<file path="src/rtl/mps_pkg.sv">
package mps_pkg;

   typedef enum logic [1:0] {
      ST_RUN   = 2'b01,
      ST_SWEEP = 2'b10
   } seq_state_type;

   typedef enum logic [1:0] {
      REG_PATTERN_LENGTH = 2'd0,
      REG_STRIDE_MODE    = 2'd1,
      REG_START_ADDRESS  = 2'd2
   } reg_index_type;

   typedef enum logic [1:0] {
      STRIDE_BYTE  = 2'd0,
      STRIDE_HALF  = 2'd1,
      STRIDE_WORD  = 2'd2,
      STRIDE_DWORD = 2'd3
   } stride_type;

   localparam logic REQ_LOAD = 1'b0;
   localparam logic REQ_DATA = 1'b1;

   localparam logic [7:0] PAT_RESET    = 8'h00;
   localparam logic [7:0] MSK_RESET    = 8'hff;
   localparam logic [8:0] LEN_RESET    = 9'd4;
   localparam logic [1:0] STRIDE_RESET = STRIDE_WORD;

   typedef struct packed {
      logic win_shift;
      logic win_clear;
      logic pat_shift;
      logic pat_load;
      logic enable;
   } cell_ctl_type;

endpackage

</file>
<file path="src/rtl/mps_tree.sv">
module mps_tree
   import mps_pkg::*;
#(
   parameter int N  = 256,
   parameter int NG = (N + 15) / 16
) (
   input  logic          clock,
   input  logic          load,
   input  logic [N-1:0]  eq,
   output logic [NG-1:0] grp_ff
);

   logic [NG*16-1:0] padded;
   logic [NG-1:0]    grp_in;

   always_comb begin
      padded        = '1;
      padded[N-1:0] = eq;
   end

   for (genvar g = 0; g < NG; g++) begin : g_grp
      assign grp_in[g] = &padded[16*g +: 16];
   end

   always_ff @(posedge clock) begin
      if (load) begin
         grp_ff <= grp_in;
      end
   end

endmodule

</file>
<file path="config.mk">
export PLATFORM = sky130hd
export DESIGN_NAME = mps_tree
export DESIGN_NICKNAME = d
export VERILOG_FILES = /design/src/rtl/mps_pkg.sv /design/src/rtl/mps_tree.sv
export SDC_FILE = /design/constraint.sdc
export NUM_CORES = 1
export LEC_CHECK = 0
export ABC_AREA = 1
export ABC_CLOCK_PERIOD_IN_PS = 800
export CORE_AREA = 2 2 107 109
export DETAILED_ROUTE_END_ITERATION = 7
export DIE_AREA = 0 0 109 111
export DONT_BUFFER_PORTS = 1
export PLACE_DENSITY_LB_ADDON = 0.05
export SYNTH_ARGS = -nofsm -noshare
export SYNTH_HDL_FRONTEND = slang
export SYNTH_SLANG_ARGS = --single-unit
</file>
<file path="constraint.sdc">
create_clock -name clock -period 0.8 [get_ports clock]
set_clock_uncertainty 0.1 [all_clocks]
set_input_delay 0.16 -clock clock [delete_from_list [all_inputs] [get_ports clock]]
set_output_delay 0.16 -clock clock [all_outputs]
set_load 0.05 [all_outputs]
</file>
# Word-level counts from Yosys, hierarchy flattened
# Cells that the tools add are included.
# word_totals
output_inout_bits,16
register_bits,16
# classes
n_reduce_logical,16
# ops
operator,n
$reduce_and 16->1,16

# Logic depth before layout (Yosys ltp)
# depth
depth_word,1
ltp_mapped,4
ltp_nobuf,4

# Least setup slack after synthesis
# OpenSTA, ideal clock, no wires.
# synth_timing
path_type,register -> output
startpoint,register grp_ff[0]
endpoint,output grp_ff[0]
required_ns,0.540
path_slack_ns,-0.061
arrival_time_ns,0.601
path_buffers,0
stages_incl_launch_ff,1
cell_sequence,edfxtp_1
# synth_lines
element,line_no,rtl
from (decl),mps_tree.sv:10,output logic [NG-1:0] grp_ff
from (signal assigned),mps_tree.sv:27,grp_ff <= grp_in;
# No word-level cell between the ends.

# Worst setup path after layout
# layout_timing
startpoint,register grp_ff[3]
endpoint,output grp_ff[3]
# No word-level cell between the ends.

==> flow_summary.ini <==
[logic_synthesis]
postSynthAreaPerCell_um2 = 5.396
syn_area_um2 = 1381
synthTopCellsByCount = 160 x nand2_1, 80 x nor2_1, 16 x edfxtp_1
yosys-top-cells-area = nand2_1 43%, edfxtp_1 35%, nor2_1 22%
synth_flop_cell = edfxtp_1
synth_cell_types = 3
yosys.area.top_type = nand2_1
ys_warn_count = 0
syn_nets = 514
synthCells = 256
synth_top_area_share_pct = 43.48
ys_seq_elements = 16
async_flop_share_pct = 0
ys_seq_area_share_pct = 34.78
synth_edf_count = 16
yosysMostFrequentCell = nand2_1

[worst_setup_path]
startpoint = grp_ff[3]
cp_num_buf_inv = 1
cpLargestDelayFamily = flip-flops
cpPeakStageDelay_ns = 0.41
path_cells = buf_12
worstSetupEndpointType = output pin
cpMaxStageDelayCell = edfxtp_1
crit_fanout = 1
worstPathRequired_ns = 0.54
cp_data_arrival_time_ns = 0.83
start_kind = flop
crit_type = reg -> out

[power]
ir_worst_vdd_mv = 0.6644
power.leakage_nw = 0.7157
power_switching_share_pct = 26.30
power_density_nw_per_um2 = 1302
p_clk_share_pct = 40.0
power_mw = 2.546
p_int_mw = 1.876
power_frac_comb_pct = 20.8
switchingPower_mw = 0.6695
seq_power_share_pct = 39.2

[worst_hold_path]
min_path_type = in -> reg
worstHoldStart = load

[floorplanning]
row_count = 39
die_w_um = 109
ioPinCount = 274
initial_utilization_pct = 12.47
coreArea_um2 = 11080
die_h_um = 111
die-area_um2 = 12100

[job]
cap_violations = 0

[grt]
grt_start_max_net_pins = 17
antenna_found_initial = 0
grt_pass1_vias = 1514
grt_first_pass_wirelength_mm = 6.437
grt_usage_pct = 7.238
overflow = 0

[placement]
hpwl_mm = 4.268
dp.cells = 415
routabilityCongestion = 0.6800
pre_cts_ws_ns = -0.04878
numPortBuffers = 0
placed_area_um2 = 1881

[run_status]
status = finished with violations
violations = negative hold slack, negative setup slack

[layout]
n_antenna_cell = 0
instances_no_fill = 418
largest-register = grp_ff
finalInstanceArea_um2 = 1956
area_growth_pct = 41.58
final_util_pct = 17.66
largest_reg_flops = 16
drive_above_1_share_pct = 6.909
nets = 535
reg.largest.list = grp_ff: 16 flops

[timing]
hold_violations = 16
rsz0062_at_grt = yes
fin_crit_sh_pct = 136.7
drv_slew = 0
finalSetupTns_ns = -4.608
finalWorstPathRequiredPeriod_ns = 1.094
fmax_mhz = 914.2
tightestPinTransition_ns = 0.1768
setup_ws_ns = -0.2939
max_slew_margin_pct = 88.17
setup_viol = 16
holdWs_ns = -0.08209

[cts]
cts_resized = 0
cts_buffers = 3
clock_sink_count = 16
clk_pin_slew_ns = 0.06
htreeDepth = 1
root_buffer = clkbuf_16
cts_tree = built
clock_path_buffers = 2

[route]
drc = 0
drt_iter0_markers = 20
wirelength_mm = 4.698
drt-pass1-iter-count = 4
avgViaCountPerCell = 3.974
detail-route-antenna-nets = 0
routed-via-count = 1661
wl_per_cell_um = 11.24
[cell type report]
| class | instances | area, µm² |
|---|---|---|
| timing repair buffer | 16 | 320.3 |
| tap | 143 | 178.9 |
| sequential | 16 | 480.5 |
| fill | 1276 | 9121 |
| clock buffer | 3 | 75.07 |
| multi-input combinational | 240 | 900.9 |
[cell usage in the layout, fill, tap and decap left out, drive strengths merged]
master and n:
edfxtp 16, nand2 160, buf 16, nor2 80, clkbuf 3
[timing repair]
item	in CTS	in global routing
cloned	0	0
buffers inserted	0	0
endpoints found under the setup margin	16	16
hold endpoints to repair	16	16
[power by group through the flow]
stage / Sequential [mW] / Combinational [mW] / Clock, mW
6_report: 0.998 / 0.530 / 1.02
5_1_grt: 1.00 / 0.584 / 1.13
4_1_cts: 0.998 / 0.543 / 1.11
3_5_place_dp: 1.02 / 0.542 / 0
3_3_place_gp: 1.02 / 0.548 / 0
2_1_floorplan: 1.15 / 0.178 / 0
[logic make-up after synthesis]
logic type,Yosys count,synth area share [%]
simple gates,240,65.22
flops,16,34.78
[final timing paths]
kind | to | slack [ns] | cells after the start
worst min-delay path | grp_ff[15] | -0.08 | 0
worst max-delay path | grp_ff[3] | -0.29 | 1
[routing by layer]
metal | track usage, % | part of all wire (%) | up-vias
met5 | 0 | 0 | -
met2 | 15.73 | 59 | 146
met3 | 2.352 | 11 | 2
met1 | 5.719 | 30 | 689
met4 | 1.795 | 0.89 | 0
li1 | - | - | 824
(Power assumes the default switching activity.)
