**config.mk**
```make
export PLATFORM = sky130hd
export DESIGN_NAME = mps_tbl
export DESIGN_NICKNAME = d
export VERILOG_FILES = /design/src/rtl/mps_pkg.sv /design/src/rtl/mps_tbl.sv
export SDC_FILE = /design/constraint.sdc
export NUM_CORES = 2
export LEC_CHECK = 0
export BUFFER_PORTS_ARGS = -buffer_cell sky130_fd_sc_hd__buf_2
export CORE_MARGIN = 2
export CORE_UTILIZATION = 45
export DETAILED_ROUTE_END_ITERATION = 12
export MAX_ROUTING_LAYER = met4
export PLACE_DENSITY = 0.58
export SLEW_MARGIN = 15
export SYNTH_ARGS = -nofsm -noshare
export SYNTH_HDL_FRONTEND = slang
export SYNTH_SLANG_ARGS = --single-unit
```
**constraint.sdc**
```tcl
create_clock -name clock -period 7.8 [get_ports clock]
set_clock_uncertainty 0.15 [all_clocks]
set_input_delay 1.17 -clock clock [delete_from_list [all_inputs] [get_ports clock]]
set_output_delay 1.17 -clock clock [all_outputs]
set_load 0.01 [all_outputs]
```
**src/rtl/mps_pkg.sv**
```systemverilog
package mps_pkg;

   typedef enum logic [1:0] {
      ST_RUN   = 2'b01,
      ST_SWEEP = 2'b10
   } seq_state_type;

   typedef enum logic [1:0] {
      REG_PATTERN_LENGTH = 2'd0,
      REG_STRIDE_MODE    = 2'd1,
      REG_START_ADDRESS  = 2'd2
   } reg_index_type;

   typedef enum logic [1:0] {
      STRIDE_BYTE  = 2'd0,
      STRIDE_HALF  = 2'd1,
      STRIDE_WORD  = 2'd2,
      STRIDE_DWORD = 2'd3
   } stride_type;

   localparam logic REQ_LOAD = 1'b0;
   localparam logic REQ_DATA = 1'b1;

   localparam logic [7:0] PAT_RESET    = 8'h00;
   localparam logic [7:0] MSK_RESET    = 8'hff;
   localparam logic [8:0] LEN_RESET    = 9'd4;
   localparam logic [1:0] STRIDE_RESET = STRIDE_WORD;

   typedef struct packed {
      logic win_shift;
      logic win_clear;
      logic pat_shift;
      logic pat_load;
      logic enable;
   } cell_ctl_type;

endpackage

```
**src/rtl/mps_tbl.sv**
```systemverilog
module mps_tbl
   import mps_pkg::*;
#(
   parameter int DEPTH = 256,
   parameter int AW    = (DEPTH > 1) ? $clog2(DEPTH) : 1
) (
   input  logic          clock,
   input  logic          reset,
   input  logic          wr_en,
   input  logic [AW-1:0] wr_addr,
   input  logic [7:0]    wr_pat,
   input  logic [7:0]    wr_msk,
   input  logic          rd_en,
   input  logic          rd_hit,
   input  logic [AW-1:0] rd_addr,
   output logic [7:0]    rd_pat_ff,
   output logic [7:0]    rd_msk_ff
);

   logic [7:0]       pat_mem [DEPTH];
   logic [7:0]       msk_mem [DEPTH];
   logic [DEPTH-1:0] valid_ff;

   always_ff @(posedge clock) begin
      if (wr_en) begin
         pat_mem[wr_addr] <= wr_pat;
         msk_mem[wr_addr] <= wr_msk;
      end
   end

   always_ff @(posedge clock) begin
      if (reset) begin
         valid_ff <= '0;
      end else if (wr_en) begin
         valid_ff[wr_addr] <= 1'b1;
      end
   end

   // entries never written read as their reset value
   always_ff @(posedge clock) begin
      if (rd_en) begin
         if (rd_hit && valid_ff[rd_addr]) begin
            rd_pat_ff <= pat_mem[rd_addr];
            rd_msk_ff <= msk_mem[rd_addr];
         end else begin
            rd_pat_ff <= PAT_RESET;
            rd_msk_ff <= MSK_RESET;
         end
      end
   end

endmodule

```
## Word level (Yosys, flattened, before mapping)

Memory sizes are Yosys's and may differ from the RTL's. A register that Yosys moved wholly into a read port is not among the register bits.
Cells that the tools add are included.

| storage, ports and cells | value |
|---|---|
| logic and storage cells | 17 |
| memories kept | 2 |
| output and inout port bits | 16 |
| input port bits | 37 |
| bits in writable memories | 4,096 |
| register bits after elaboration | 256 |

Memories:

| name | words | bits a word | read ports | clocked after memory_dff | write ports | line | text |
|---|---|---|---|---|---|---|---|
| msk_mem | 256 | 8 | 1 | 1 | 1 | mps_tbl.sv:21 | `logic [7:0] msk_mem [DEPTH];` |
| pat_mem | 256 | 8 | 1 | 1 | 1 | mps_tbl.sv:20 | `logic [7:0] pat_mem [DEPTH];` |

| cells by class | value |
|---|---|
| reduce and logical (&&, ||, !) cells | 4 |
| multiplexer cells | 6 |
| order comparisons | 3 |
| bitwise logic cells | 1 |

Operators by type and width:

| operator | count |
|---|---|
| $or A256 B256 Y256 | 1 |
| $lt A8 B9 Y1 const B | 2 |
| $bmux W1 S8 | 1 |
| $demux W1 S8 | 1 |
| $ge A8 B1 Y1 const B | 1 |
| $mux W1 | 4 |
| $logic_and A1 B1 Y1 | 2 |
| $logic_not A1 Y1 | 2 |

## Depth between registers and ports, before layout

| logic depth | value |
|---|---|
| word-level depth | 5 |
| mapped depth | 15 |
| gate-level depth less buffers | 7 |

## Least setup slack after synthesis

Ideal clock, no wire load.

| timing path | value |
|---|---|
| kind | input-to-reg |
| start | input rd_addr[0] |
| end | register rd_msk_ff[0] (read register of msk_mem) (data pin) |
| buffers on the path | 4 |
| arrival time | 3.371 ns |
| stages on the path | 9 |
| required time | 7.385 ns |
| library setup time | 0.265 ns |
| setup slack | 4.014 ns |
| cell sequence | buf_6 -> buf_12 -> buf_8 -> buf_2 -> mux4_2 -> mux4_2 -> a22o_1 -> nor4_1 -> o41ai_1 |

| between the ends | value |
|---|---|
| cells in the longest elaborated chain, start to end | 4 |

Ends and longest elaborated chain:

| element | line | text |
|---|---|---|
| start, declared | mps_tbl.sv:15 | `input logic [AW-1:0] rd_addr,` |
| $bmux W1 S8 | mps_tbl.sv:42 | `if (rd_hit && valid_ff[rd_addr]) begin` |
| $mux W1 (implied by the code) | mps_tbl.sv:42 |  |
| $logic_and A1 B1 Y1 | mps_tbl.sv:42 |  |
| $logic_not A1 Y1 (no line) | -- |  |
| end, declared | mps_tbl.sv:17 | `output logic [7:0] rd_msk_ff` |

Parallel ways exist; a longest one is shown, timed or not. The select of a mux whose other input is x is not followed.
A chain may end at the register's enable or synchronous reset.

## Worst setup path after layout

| timing path | value |
|---|---|
| start | input rd_addr[0] |
| end | register rd_msk_ff[4] (read register of msk_mem) (data pin) |

The elaborated chain is that of the path after synthesis.

==> flow_metrics.py <==
metrics = {
    "floorplan": {
        "rows": 224,
        "fp.dieH_um": 615,
        "start_util": 0.452,
        "die_w_um": 615,
        "coreArea_um2": 372000,
        "dieArea_um2": 379000,
        "num_io_pins": 53,
    },
    "global_route": {
        "antenna_found_initial": 44,
        "grt_pass1_vias": 85000,
        "grt_usage": 0.262,
        "grt_overflow": 0,
        "grt_pass1_wl_um": 678000,
        "grt_max_degree": 177,
    },
    "routing": {
        "first_iter_violations": 13300,
        "ant_nets": 0,
        "avgViaCountPerCell": 6.22,
        "vias": 87500,
        "wl_um": 489000,
        "drc": 0,
        "wl_per_cell_um": 34.7,
        "first_pass_iters": 8,
    },
    "placement": {
        "post_dp_cell_area_um2": 176000,
        "post-place-ws_ns": 1.58,
        "hpwl_um": 298000,
        "place_congestion": 0.947,
        "io_buffer_count": 52,
    },
    "setup_path": {
        "crit_top_cell": "buf_4",
        "crit_start": "rd_addr[0]",
        "crit_end": "rd_msk_ff[4]",
        "cp_slowest_cell": "nor4_1",
        "rr_startpoint": "valid_ff[73]",
        "arrival_ns": 5.64,
        "reg2reg_to": "rd_msk_ff[5]",
        "path_cells": "buf_12, buf_4, buf_4, mux4_2, mux2i_1, o22ai_1, nor4_1, buf_4, o41ai_1",
        "r2r_cells": 7,
        "crit_fanout": 77,
        "critPathRequiredTime_ns": 8.34,
        "endpoint_kind": "flop",
        "critPathKind": "in2reg",
        "startpoint_type": "input port",
        "cpPeakStageDelay_ns": 0.99,
        "r2r_setup_slack_ns": 4.11,
    },
    "timing": {
        "rsz0062_at_grt": "no",
        "fmax_mhz": 196,
        "finalCriticalPeriod_ns": 5.10,
        "fin_ws_ns": 2.70,
        "hold-worst-slack_ns": 0.311,
        "drv_slew": 0,
        "finalHoldViolations": 0,
        "setup_viol": 0,
        "fin_crit_sh": 0.654,
        "tightestPinTransition_ns": 1.32,
        "finalSetupTns_ns": 0,
        "max_slew_margin": 0.113,
    },
    "min_path": {
        "min_path_type": "reg2reg",
    },
    "clock_tree": {
        "hold_buffers": 0,
        "cts_root_buffer": "clkbuf_16",
        "cts_resized": 0,
        "cts_tree": "done",
        "cts_setup_buffers": 0,
        "cts-htree-levels": 5,
        "cts_sinks": 4368,
        "tritoncts.num_buffers": 441,
        "clk_path_buf_depth": 4,
        "path_clk_slew_ns": 0.06,
        "clk_latency_ns": 1.02,
    },
    "layout": {
        "finish.instance_area_um2": 191000,
        "syn_to_final_growth_pct": 13.3,
        "fin_nets": 8730,
        "layout_commonest_cell": "edfxtp_1",
        "drive_gt1_frac": 0.235,
        "regArea_um2": 129000,
        "fillerInstances": 29500,
        "multiInputGateArea_um2": 36800,
        "final_cell_mix": "edfxtp_1 (4112), mux4_2 (851), nor2_1 (721)",
        "utilization": 0.512,
    },
    "synth": {
        "synth_fp_nets": 8266,
        "ys_seq_elements": 4368,
        "syn_area_per_cell_um2": 20.4,
        "synth_ff_type": "edfxtp_1",
        "yosysSeqAreaShare": 0.765,
        "ys_warn_count": 0,
        "synth_edf_count": 4112,
        "synth.top_cells.by_area": "edfxtp_1 (73%), mux4_2 (11%), mux2i_1 (3.2%), dfxtp_1 (3.0%), nor2_1 (1.7%)",
        "syn_inst": 8229,
        "yosys.cell_types.count": 65,
        "syn_area_um2": 168000,
        "synth_top_area_share": 0.734,
        "synth_top_area_cell": "edfxtp_1",
        "synthArstFlopShare": 0,
    },
    "pwr": {
        "power_density_nw_per_um2": 258,
        "ir_drop_v": 0.000210,
        "p_leak_nw": 60.9,
    },
    "outcome": {
        "status": "finished clean",
    },
    "job": {
        "drv_cap": 0,
    },
}
## cells in the mapped netlist, types with 5 or more instances
cell type and n:
mux2i_1 534, buf_2 96, o41ai_1 8, nand2_1 91
nor2_1 774, edfxtp_1 4112, nand2b_1 11, buf_12 15
o32ai_1 6, nand3_1 59, buf_6 55, and2_1 11
buf_1 25, clkbuf_1 208, a211oi_1 18, or2_2 5
a21oi_1 101, buf_4 56, nor2b_1 12, buf_8 25
nor3_1 98, nand4_1 5, o21a_1 8, mux4_1 53
o21ba_2 29, a22o_1 49, a2111oi_0 6, a221o_1 18
o22ai_1 151, o311ai_1 5, nor4_1 50, o221ai_1 162
mux4_2 851, or3_1 7, a22oi_1 102, dfxtp_1 256
o21ai_0 117
## worst min-delay path by stage
| stage | startpoint | cells after the start | to | slack [ns] |
|---|---|---|---|---|
| global placement | valid_ff[26] | 2 | valid_ff[26] | 0.29 |
| global route | valid_ff[56] | 2 | valid_ff[56] | 0.34 |
| finish | valid_ff[151] | 2 | valid_ff[151] | 0.31 |
| floorplan | valid_ff[101] | 2 | valid_ff[101] | 0.28 |
| CTS | valid_ff[151] | 2 | valid_ff[151] | 0.31 |
| detailed placement | valid_ff[151] | 2 | valid_ff[151] | 0.30 |
## final cells by class
class                      count  share of cell area
clock buffer                 593              0.0634
multi-input combinational   3368               0.193
inverter                       5            0.000164
tap                         4972              0.0326
clock inverter               233              0.0122
sequential                  4368               0.675
timing repair buffer         509              0.0232
antenna                       32            0.000420
## critical path, delay by kind of cell
kind / cells / cell delay (ns)
buffers and inverters: 4 / 1.99
and+or+nand+nor: 1 / 0.99
muxes: 2 / 0.91
AOI/OAI and AO/OA: 2 / 0.38
## where the power goes
group,switching (mW),internal [mW]
combinational,1.65,0.763
clock,9.07,11.9
sequential,0.0316,25.7
## layer usage
metal / GRT usage / part of all wire / vias up
li1: - / - / 35100
met1: 0.363 / 0.40 / 47000
met2: 0.394 / 0.46 / 4607
met3: 0.0442 / 0.093 / 781
met4: 0.0932 / 0.040 / 0
met5: - / 0 / -
## logic make-up after synthesis
family | count (synthesis) | share of synthesized area
AO/OA/AOI/OAI | 794 | 0.0337
buffers and inverters | 493 | 0.0188
multiplexers | 1444 | 0.155
flip-flops | 4368 | 0.765
AND/OR/NAND/NOR | 1130 | 0.0281
## state kept, by name (all words and copies together) (netlist names)
signal,flops
msk_mem,2048
pat_mem,2048
valid_ff,256
rd_msk_ff,8
rd_pat_ff,8
## per-stage QoR
stage	power, mW	instances
after detailed placement	28.6	13200
after floorplan	27.4	8229
after global placement	28.6	13200
final	49.1	14100
after CTS	49.4	14000
after global routing	50.3	14100
Note: power is estimated with default switching activity, not from simulation.
