<file path="config.mk">
export PLATFORM = sky130hd
export DESIGN_NAME = mps_cell
export DESIGN_NICKNAME = d
export VERILOG_FILES = /design/src/rtl/mps_pkg.sv /design/src/rtl/mps_cell.sv
export SDC_FILE = /design/constraint.sdc
export NUM_CORES = 1
export LEC_CHECK = 0
export ABC_AREA = 1
export BUFFER_PORTS_ARGS = -buffer_cell sky130_fd_sc_hd__clkbuf_2
export CAP_MARGIN = 25
export CELL_PAD_IN_SITES_DETAIL_PLACEMENT = 1
export CELL_PAD_IN_SITES_GLOBAL_PLACEMENT = 2
export CORE_UTILIZATION = 19
export DETAILED_ROUTE_END_ITERATION = 7
export GPL_ROUTABILITY_DRIVEN = 0
export PLACE_DENSITY = 0.72
export SLEW_MARGIN = 20
export SYNTH_ARGS = -nofsm -noshare
export SYNTH_HDL_FRONTEND = slang
export SYNTH_SLANG_ARGS = --single-unit
</file>
<file path="constraint.sdc">
create_clock -name clock -period 0.9 [get_ports clock]
set_input_delay 0.18 -clock clock [delete_from_list [all_inputs] [get_ports clock]]
set_output_delay 0.18 -clock clock [all_outputs]
set_load 0.005 [all_outputs]
</file>
<file path="src/rtl/mps_pkg.sv">
package mps_pkg;

   typedef enum logic [1:0] {
      ST_RUN   = 2'b01,
      ST_SWEEP = 2'b10
   } seq_state_type;

   typedef enum logic [1:0] {
      REG_PATTERN_LENGTH = 2'd0,
      REG_STRIDE_MODE    = 2'd1,
      REG_START_ADDRESS  = 2'd2
   } reg_index_type;

   typedef enum logic [1:0] {
      STRIDE_BYTE  = 2'd0,
      STRIDE_HALF  = 2'd1,
      STRIDE_WORD  = 2'd2,
      STRIDE_DWORD = 2'd3
   } stride_type;

   localparam logic REQ_LOAD = 1'b0;
   localparam logic REQ_DATA = 1'b1;

   localparam logic [7:0] PAT_RESET    = 8'h00;
   localparam logic [7:0] MSK_RESET    = 8'hff;
   localparam logic [8:0] LEN_RESET    = 9'd4;
   localparam logic [1:0] STRIDE_RESET = STRIDE_WORD;

   typedef struct packed {
      logic win_shift;
      logic win_clear;
      logic pat_shift;
      logic pat_load;
      logic enable;
   } cell_ctl_type;

endpackage

</file>
<file path="src/rtl/mps_cell.sv">
module mps_cell
   import mps_pkg::*;
(
   input  logic         clock,
   input  logic         reset,
   input  cell_ctl_type ctl,
   input  logic [7:0]   win_nb,
   input  logic [7:0]   pat_nb,
   input  logic [7:0]   msk_nb,
   input  logic [7:0]   ld_pat,
   input  logic [7:0]   ld_msk,
   output logic [7:0]   win_ff,
   output logic [7:0]   pat_ff,
   output logic [7:0]   msk_ff,
   output logic         eq_ff
);

   logic [7:0] win_in;
   logic [7:0] pat_in;
   logic [7:0] msk_in;
   logic       eq_in;

   always_comb begin
      win_in = win_ff;
      eq_in  = eq_ff;
      if (ctl.win_shift) begin
         win_in = ctl.win_clear ? 8'h00 : win_nb;
         eq_in  = !ctl.enable || (((win_nb ^ pat_ff) & msk_ff) == 8'h00);
      end
   end

   always_comb begin
      pat_in = pat_ff;
      msk_in = msk_ff;
      if (ctl.pat_load) begin
         pat_in = ld_pat;
         msk_in = ld_msk;
      end else if (ctl.pat_shift) begin
         pat_in = pat_nb;
         msk_in = msk_nb;
      end
   end

   always_ff @(posedge clock) begin
      if (reset) begin
         win_ff <= 8'h00;
         pat_ff <= PAT_RESET;
         msk_ff <= MSK_RESET;
         eq_ff  <= 1'b0;
      end else begin
         win_ff <= win_in;
         pat_ff <= pat_in;
         msk_ff <= msk_in;
         eq_ff  <= eq_in;
      end
   end

endmodule

</file>
Yosys cells after proc, flatten, opt, wreduce, memory -nomap -nowiden
Cells that the tools add are included.

Reductions and logical operators: 4. Mux-type cells: 5. Bitwise gates (word level): 2.

Operators with widths (count): $mux W8 (5); $and A8 B8 Y8 (1); $logic_not A8 Y1 (1); $xor A8 B8 Y8 (1); $reduce_bool A2 Y1 (1); $logic_not A1 Y1 (1); $logic_or A1 B1 Y1 (1).

Input bits: 47. Output and inout bits: 25. Register bits: 25. Logic and storage cells: 15.

Depth between registers and ports, before layout
Gate-level depths: netlist of the first run.

Depth after elaboration: 4. Depth in mapped cells: 9. Mapped depth without buffers: 7.

Least setup slack after synthesis of the first run
No wires, ideal clock.

Kind: input to register. Start point: input ctl[1] in the netlist's numbering. End point: register pat_ff[2]. Data arrival time: 0.731 ns. Data required time: 0.790 ns. Stages: 9. Setup time: 0.110 ns. Path slack: 0.058 ns. Path buffers: 2. Cell sequence: buf_6 -> inv_8 -> nand2_4 -> inv_4 -> buf_6 -> nand2_2 -> nand3_2 -> nand2_1 -> inv_1.

Longest elaborated chain between the ends: 1. Elaborated cells on any way between the ends: 2. Classes of those cells: mux: 1; reduce/logical: 1.

Ends and longest elaborated chain: start: declaration (RTL line mps_cell.sv:6) `input cell_ctl_type ctl,`; $mux W8 / $reduce_bool A2 Y1 (equally long branches); end signal: assignment (RTL line mps_cell.sv:52) `pat_ff <= pat_in;`; end: declaration (RTL line mps_cell.sv:13) `output logic [7:0] pat_ff,`.

Parallel ways exist; a longest one is shown, timed or not. A chain may end at the register's enable or synchronous reset.

Worst setup path after layout of the first run
Start point: register pat_ff[1]. End point: output pat_ff[1].

No word-level cell between the ends.

==> results of run 1 <==
## stage by stage
step	setup TNS (ns)	area (sq um)	hold slack (ns)	util, %
after floorplan	0	1300	0.302	-
after global placement	-0.210	1840	0.397	28.4
after detailed placement	-0.339	1840	0.401	28.4
after CTS	-1.19	1960	0.110	30.4
after global routing	-2.00	2110	0.117	32.6
final	-0.956	2110	0.117	32.6
## final cells by class
type	instances	area (sq um)
inverters	47	189
clock inverters	1	5.00
flip-flops and latches	25	539
fillers	832	4350
repair buffers	98	662
multi-input cells	114	573
clock buffers	3	41.3
well taps	77	96.3
## tightest hold or removal path, stage by stage
cell and delay, ns:
clkbuf_2 0.08, a22oi_1 0.05, nand2_1 0.05
## cell families after synthesis
kind of cell / after synthesis
AND/OR/NAND/NOR: 85
AO/OA/AOI/OAI: 29
buffers and inverters: 54
flip-flops: 25
## Yosys cell counts, drive strengths merged
cell / instances / share of area [%]
inv: 46 / 14
a22oi: 8 / 4.6
nor2: 10 / 2.9
nand2: 62 / 20
clkinv: 1 / 0.29
a21oi: 9 / 3.5
o211ai: 3 / 1.7
buf: 7 / 4.4
o21ai: 1 / 0.38
o22ai: 8 / 3.9
dfxtp: 25 / 38
nand3: 13 / 5.8
## per-layer routing
metal	share of wire, %	routed length [um]
met1	46	1980
met2	47	2020
met3	5.5	235
met4	0.70	30
met5	0	0
## sequential cells by signal, indices dropped and copies added (netlist names)
register  cells
msk_ff        8
pat_ff        8
eq_ff         1
win_ff        8
## path summary, 6_finish.rpt
path | startpoint | to | slack, ns | depth (start not counted)
worst min register to register | msk_ff[3] | msk_ff[3] | 0.50 | 2
worst min-delay path | msk_nb[0] | msk_ff[0] | 0.12 | 3
worst max-delay path | pat_ff[1] | pat_ff[1] | -0.11 | 2
worst max register to register | pat_ff[0] | eq_ff | -0.09 | 8
## power by group through the flow
stage / clock, mW / combinational, mW / sequential [mW]
floorplan: 0 / 0.274 / 1.25
global placement: 0 / 0.567 / 1.26
detailed placement: 0 / 0.576 / 1.26
CTS: 0.708 / 0.604 / 1.25
global route: 0.772 / 0.751 / 1.26
finish: 0.669 / 0.663 / 1.25
## timing repair
action / 4_1_cts / 5_1_grt
setup buffers: 4 / 5
resized for setup: 32 / 33
setup endpoints to repair: 28 / 29
hold endpoints to repair: 0 / 0
pin swaps: 1 / 10
==> flow_summary.toml, run 1 <==
[worst_setup_path]
crit_type = "register to output port"
worstPathRequired_ns = 0.72
path_max_fanout = 3
crit_path_frequent_cell = "buf_6"
crit_chain = "buf_6, buf_6"
arrival_ns = 0.83
crit_slowest_cell = "dfxtp_2"
cp-end-kind = "output port"
cpPeakStageDelay_ns = 0.35
cp_num_buf_inv = 2
critPathLaunchType = "register"
cpLargestDelayFamily = "flip-flops"

[power]
internal-power_mw = 1.85
power_frac_seq_pct = 48.4
leakage_nw = 1.15
combPwrFrac_pct = 25.7
power_mw = 2.58
clkPwrFrac_pct = 25.9
swShare_pct = 28.2
powerDensity_nw_per_um2 = 1230
vdd_drop_max_uv = 487
p_sw_mw = 0.727

[logic_synthesis]
ys_ff_latch = 25
syn_area_sq_um = 1300
synth_compound_area_share_pct = 14.1
synth_nets = 240
syn_inst = 193
synth_area_per_cell_sq_um = 6.74
seq_area_frac_synth_pct = 38.5
synthMuxAreaShare_pct = 0
synth_top_family_by_area = "simple AND/OR/NAND/NOR gates"
synth-simple-area-share_pct = 28.5
yosysUniqueCellTypes = 19
synth_xor_area_share_pct = 0
yosysWarnings = 0
synthAdderAreaFrac_pct = 0

[place]
hpwl_mm = 3.52
dp_slack_ns = -0.0534
io_buffer_count = 71
place_inst = 353

[floorplan]
start_util_pct = 20.1
dieArea_sq_um = 7180
ios = 72
row_count = 29
coreArea_sq_um = 6460
die_h_um = 84.7
fp.dieW_um = 84.7

[global_route]
gr-max-usage-layer = "met2"
overflow = 0
grt_pass1_wl_mm = 7.31
grtUsageMet1_pct = 16.2
grt_usage_pct = 12.9
met2_usage_pct = 21.9
grt_max_degree = 17
grt_antenna_before_repair = 0
grt_pass1_vias = 1610
grt_use_met3_pct = 3.74

[route]
routed_via_density = 4.07
wl_per_cell_um = 11.7
post-route-drc-count = 0
ant_nets = 0
first_pass_iters = 5
via_count = 1486
totalWireLength_mm = 4.27
drt_iter0_drc = 33

[timing]
finalCritPeriodShare_pct = 113
fin_ws_ns = -0.115
setup_viol = 17
grt_setup_unrepaired = "true"
fin_crit_ns = 1.01
tightest_slew_ns = 0.324
slew_violations = 0
fin_skew_ns = 0.00653
slew_headroom_pct = 78.4
finalHoldViolations = 0
max_freq_mhz = 986

[finish]
stdcell_count = 365
diodes = 0
layout_commonest_cell = "clkbuf_2"
final_cell_mix = "clkbuf_2, nand2_1, inv_1"
nets = 336
syn_to_final_growth_pct = 62.0
drive_gt1_share_pct = 52.1

[clock_network]
h-tree-depth = 1
hold_buffers = 0
cts_tree = "yes"
clock_path_buffers = 2
clock_sinks = 25
cts_buffers = 3
clk_latency_ns = 0.27
root_buffer = "clkbuf_8"
cts.clk_slew.worst_paths_ns = 0.09

[run_status]
status = "finished with violations"
violations = "negative setup slack"

[flow_run]
cap_violations = 0

[worst_hold_path]
worstHoldPathType = "primary input to register"
(Power assumes the default switching activity.)
==> inputs of run 2 (changes only) <==
- CORE_UTILIZATION: 19 -> 21
- PLACE_DENSITY: 0.72 -> 0.75
- clock period: 0.9 -> 1.04 ns (I/O delays scaled with it)
==> run 2 against run 1 <==
Compared with the run above: sequential cell count unchanged; via count fell by 4.4%; cell count decreased by 6.6%; the flow now finishes without violations; cell area is 14% lower; core utilization shrank 2.3 points; critical path type unchanged; combinational power is 33% lower.
==> flow_summary.toml, run 2 (synthesis results as in run 1) <==
[route]
routed_via_density = 4.17
wl_per_cell_um = 12.0
wl_met2_mm = 1.82
post-route-drc-count = 0
drt_iter0_drc = 42
totalWireLength_mm = 4.10
top_layer = "met4"
drt-met1-wl_mm = 2.03
first_pass_iters = 3
via_count = 1421
ant_nets = 0
route.met3.wl_um = 223

[floorplan]
dieArea_sq_um = 6510
fp.dieW_um = 80.7
coreArea_sq_um = 5960
ios = 72
die_h_um = 80.7
row_count = 28
start_util_pct = 21.8

[worst_setup_path]
worstPathRequired_ns = 0.83
cpPeakStageDelay_ns = 0.39
r2r-end = "eq_ff"
crit_slowest_cell = "dfxtp_1"
critPathLaunchType = "register"
crit_chain = "clkbuf_2"
path_max_fanout = 3
r2r_start = "pat_ff[7]"
crit_end = "msk_ff[1]"
worstSetupStartpoint = "msk_ff[1]"
rr_worst_depth = 7
crit_cells = 1
arrival_ns = 0.79
cpLargestDelayFamily = "flip-flops"
crit_type = "register to output port"
rrSetupSlack_ns = 0.10
cp_num_buf_inv = 1
cp-end-kind = "output port"

[run_status]
status = "finished, final reports clean"

[timing]
max_freq_mhz = 1000
tightest_slew_ns = 0.323
setup_viol = 0
finalCritPeriodShare_pct = 96.1
slew_violations = 0
fin_skew_ns = 0.00226
grt_setup_unrepaired = "true"
slew_headroom_pct = 78.4
whs_ns = 0.150
fin_crit_ns = 0.999
finalHoldViolations = 0
finalSetupTns_ns = 0

[power]
powerDensity_nw_per_um2 = 1170
leakage_nw = 1.00
vdd_drop_max_uv = 433

[finish]
nets = 314
drive_gt1_share_pct = 38.0
syn_to_final_growth_pct = 38.7
diodes = 0
stdcell_count = 341
fin_area_sq_um = 1800
final_cell_mix = "clkbuf_2, nand2_1, inv_1"
layout_commonest_cell = "clkbuf_2"
largest_registers = "msk_ff x8, pat_ff x8, win_ff x8"

[worst_hold_path]
worstHoldPathType = "primary input to register"
min_from = "msk_nb[4]"

[global_route]
grt_usage_pct = 13.5
grt_pass1_wl_mm = 6.68
overflow = 0
grt_max_degree = 17
grt_antenna_before_repair = 0
grt_pass1_vias = 1452

[clock_network]
cts_tree = "yes"
hold_buffers = 0
post_cts_buffers = 0
clock_sinks = 25
cts.clk_slew.worst_paths_ns = 0.09
root_buffer = "clkbuf_8"
clk_latency_ns = 0.27
h-tree-depth = 1
cts_buffers = 3
clock_path_buffers = 2

[place]
postPlaceCellArea_sq_um = 1740
io_buffer_count = 71
place_inst = 337
hpwl_mm = 3.39

[flow_run]
cap_violations = 0
## run 2: cell count changes in the layout (fill, tap and decap cells not counted), moves of 6 or more
cell	before	now
inv_2	6	0
buf_4	16	4
buf_6	21	0
dfxtp_1	0	15
clkbuf_2	61	71
dfxtp_2	22	10
inv_1	37	43
## run 2: area by class of cell
cell class / count / area (sq um)
clock buffers: 4 / 45.0
fillers: 790 / 4150
inverters: 47 / 189
multi-input cells: 114 / 557
flip-flops and latches: 25 / 513
well taps: 75 / 93.8
repair buffers: 76 / 405
## run 2: stage by stage
step                worst slack [ns]  power [mW]  util (%)
floorplan                      0.170        1.32         -
global placement              0.0782        1.54      29.2
detailed placement            0.0565        1.55      29.2
CTS                          0.00689        2.16      30.1
global route                 -0.0136        2.28      30.3
finish                        0.0408        2.11      30.3
## run 2: how the worst min path moves through the flow
| stage | cells past startpoint | end | slack [ns] |
|---|---|---|---|
| floorplan | 2 | msk_ff[0] | 0.33 |
| global placement | 3 | msk_ff[7] | 0.42 |
| detailed placement | 3 | msk_ff[4] | 0.43 |
| CTS | 3 | msk_ff[4] | 0.14 |
| global route | 3 | msk_ff[4] | 0.15 |
| finish | 3 | msk_ff[4] | 0.15 |
## run 2: power by group
part           total, mW  leakage, nW  switching, mW  internal (mW)
clock network      0.589       0.0228          0.314          0.274
registers           1.07        0.209         0.0522           1.02
logic              0.447        0.768          0.235          0.212
total               2.11         1.00          0.601           1.51
## run 2: what timing repair did
item	4_1_cts	5_1_grt
pin swaps	0	1
gates resized for setup	3	8
setup endpoints to repair	3	5
hold endpoints to repair	0	0
## run 2: layer usage
metal,track usage [%],up-vias
met3,3.64,5
met2,22.1,41
met4,2.68,0
li1,-,738
met5,0,-
met1,17.8,637
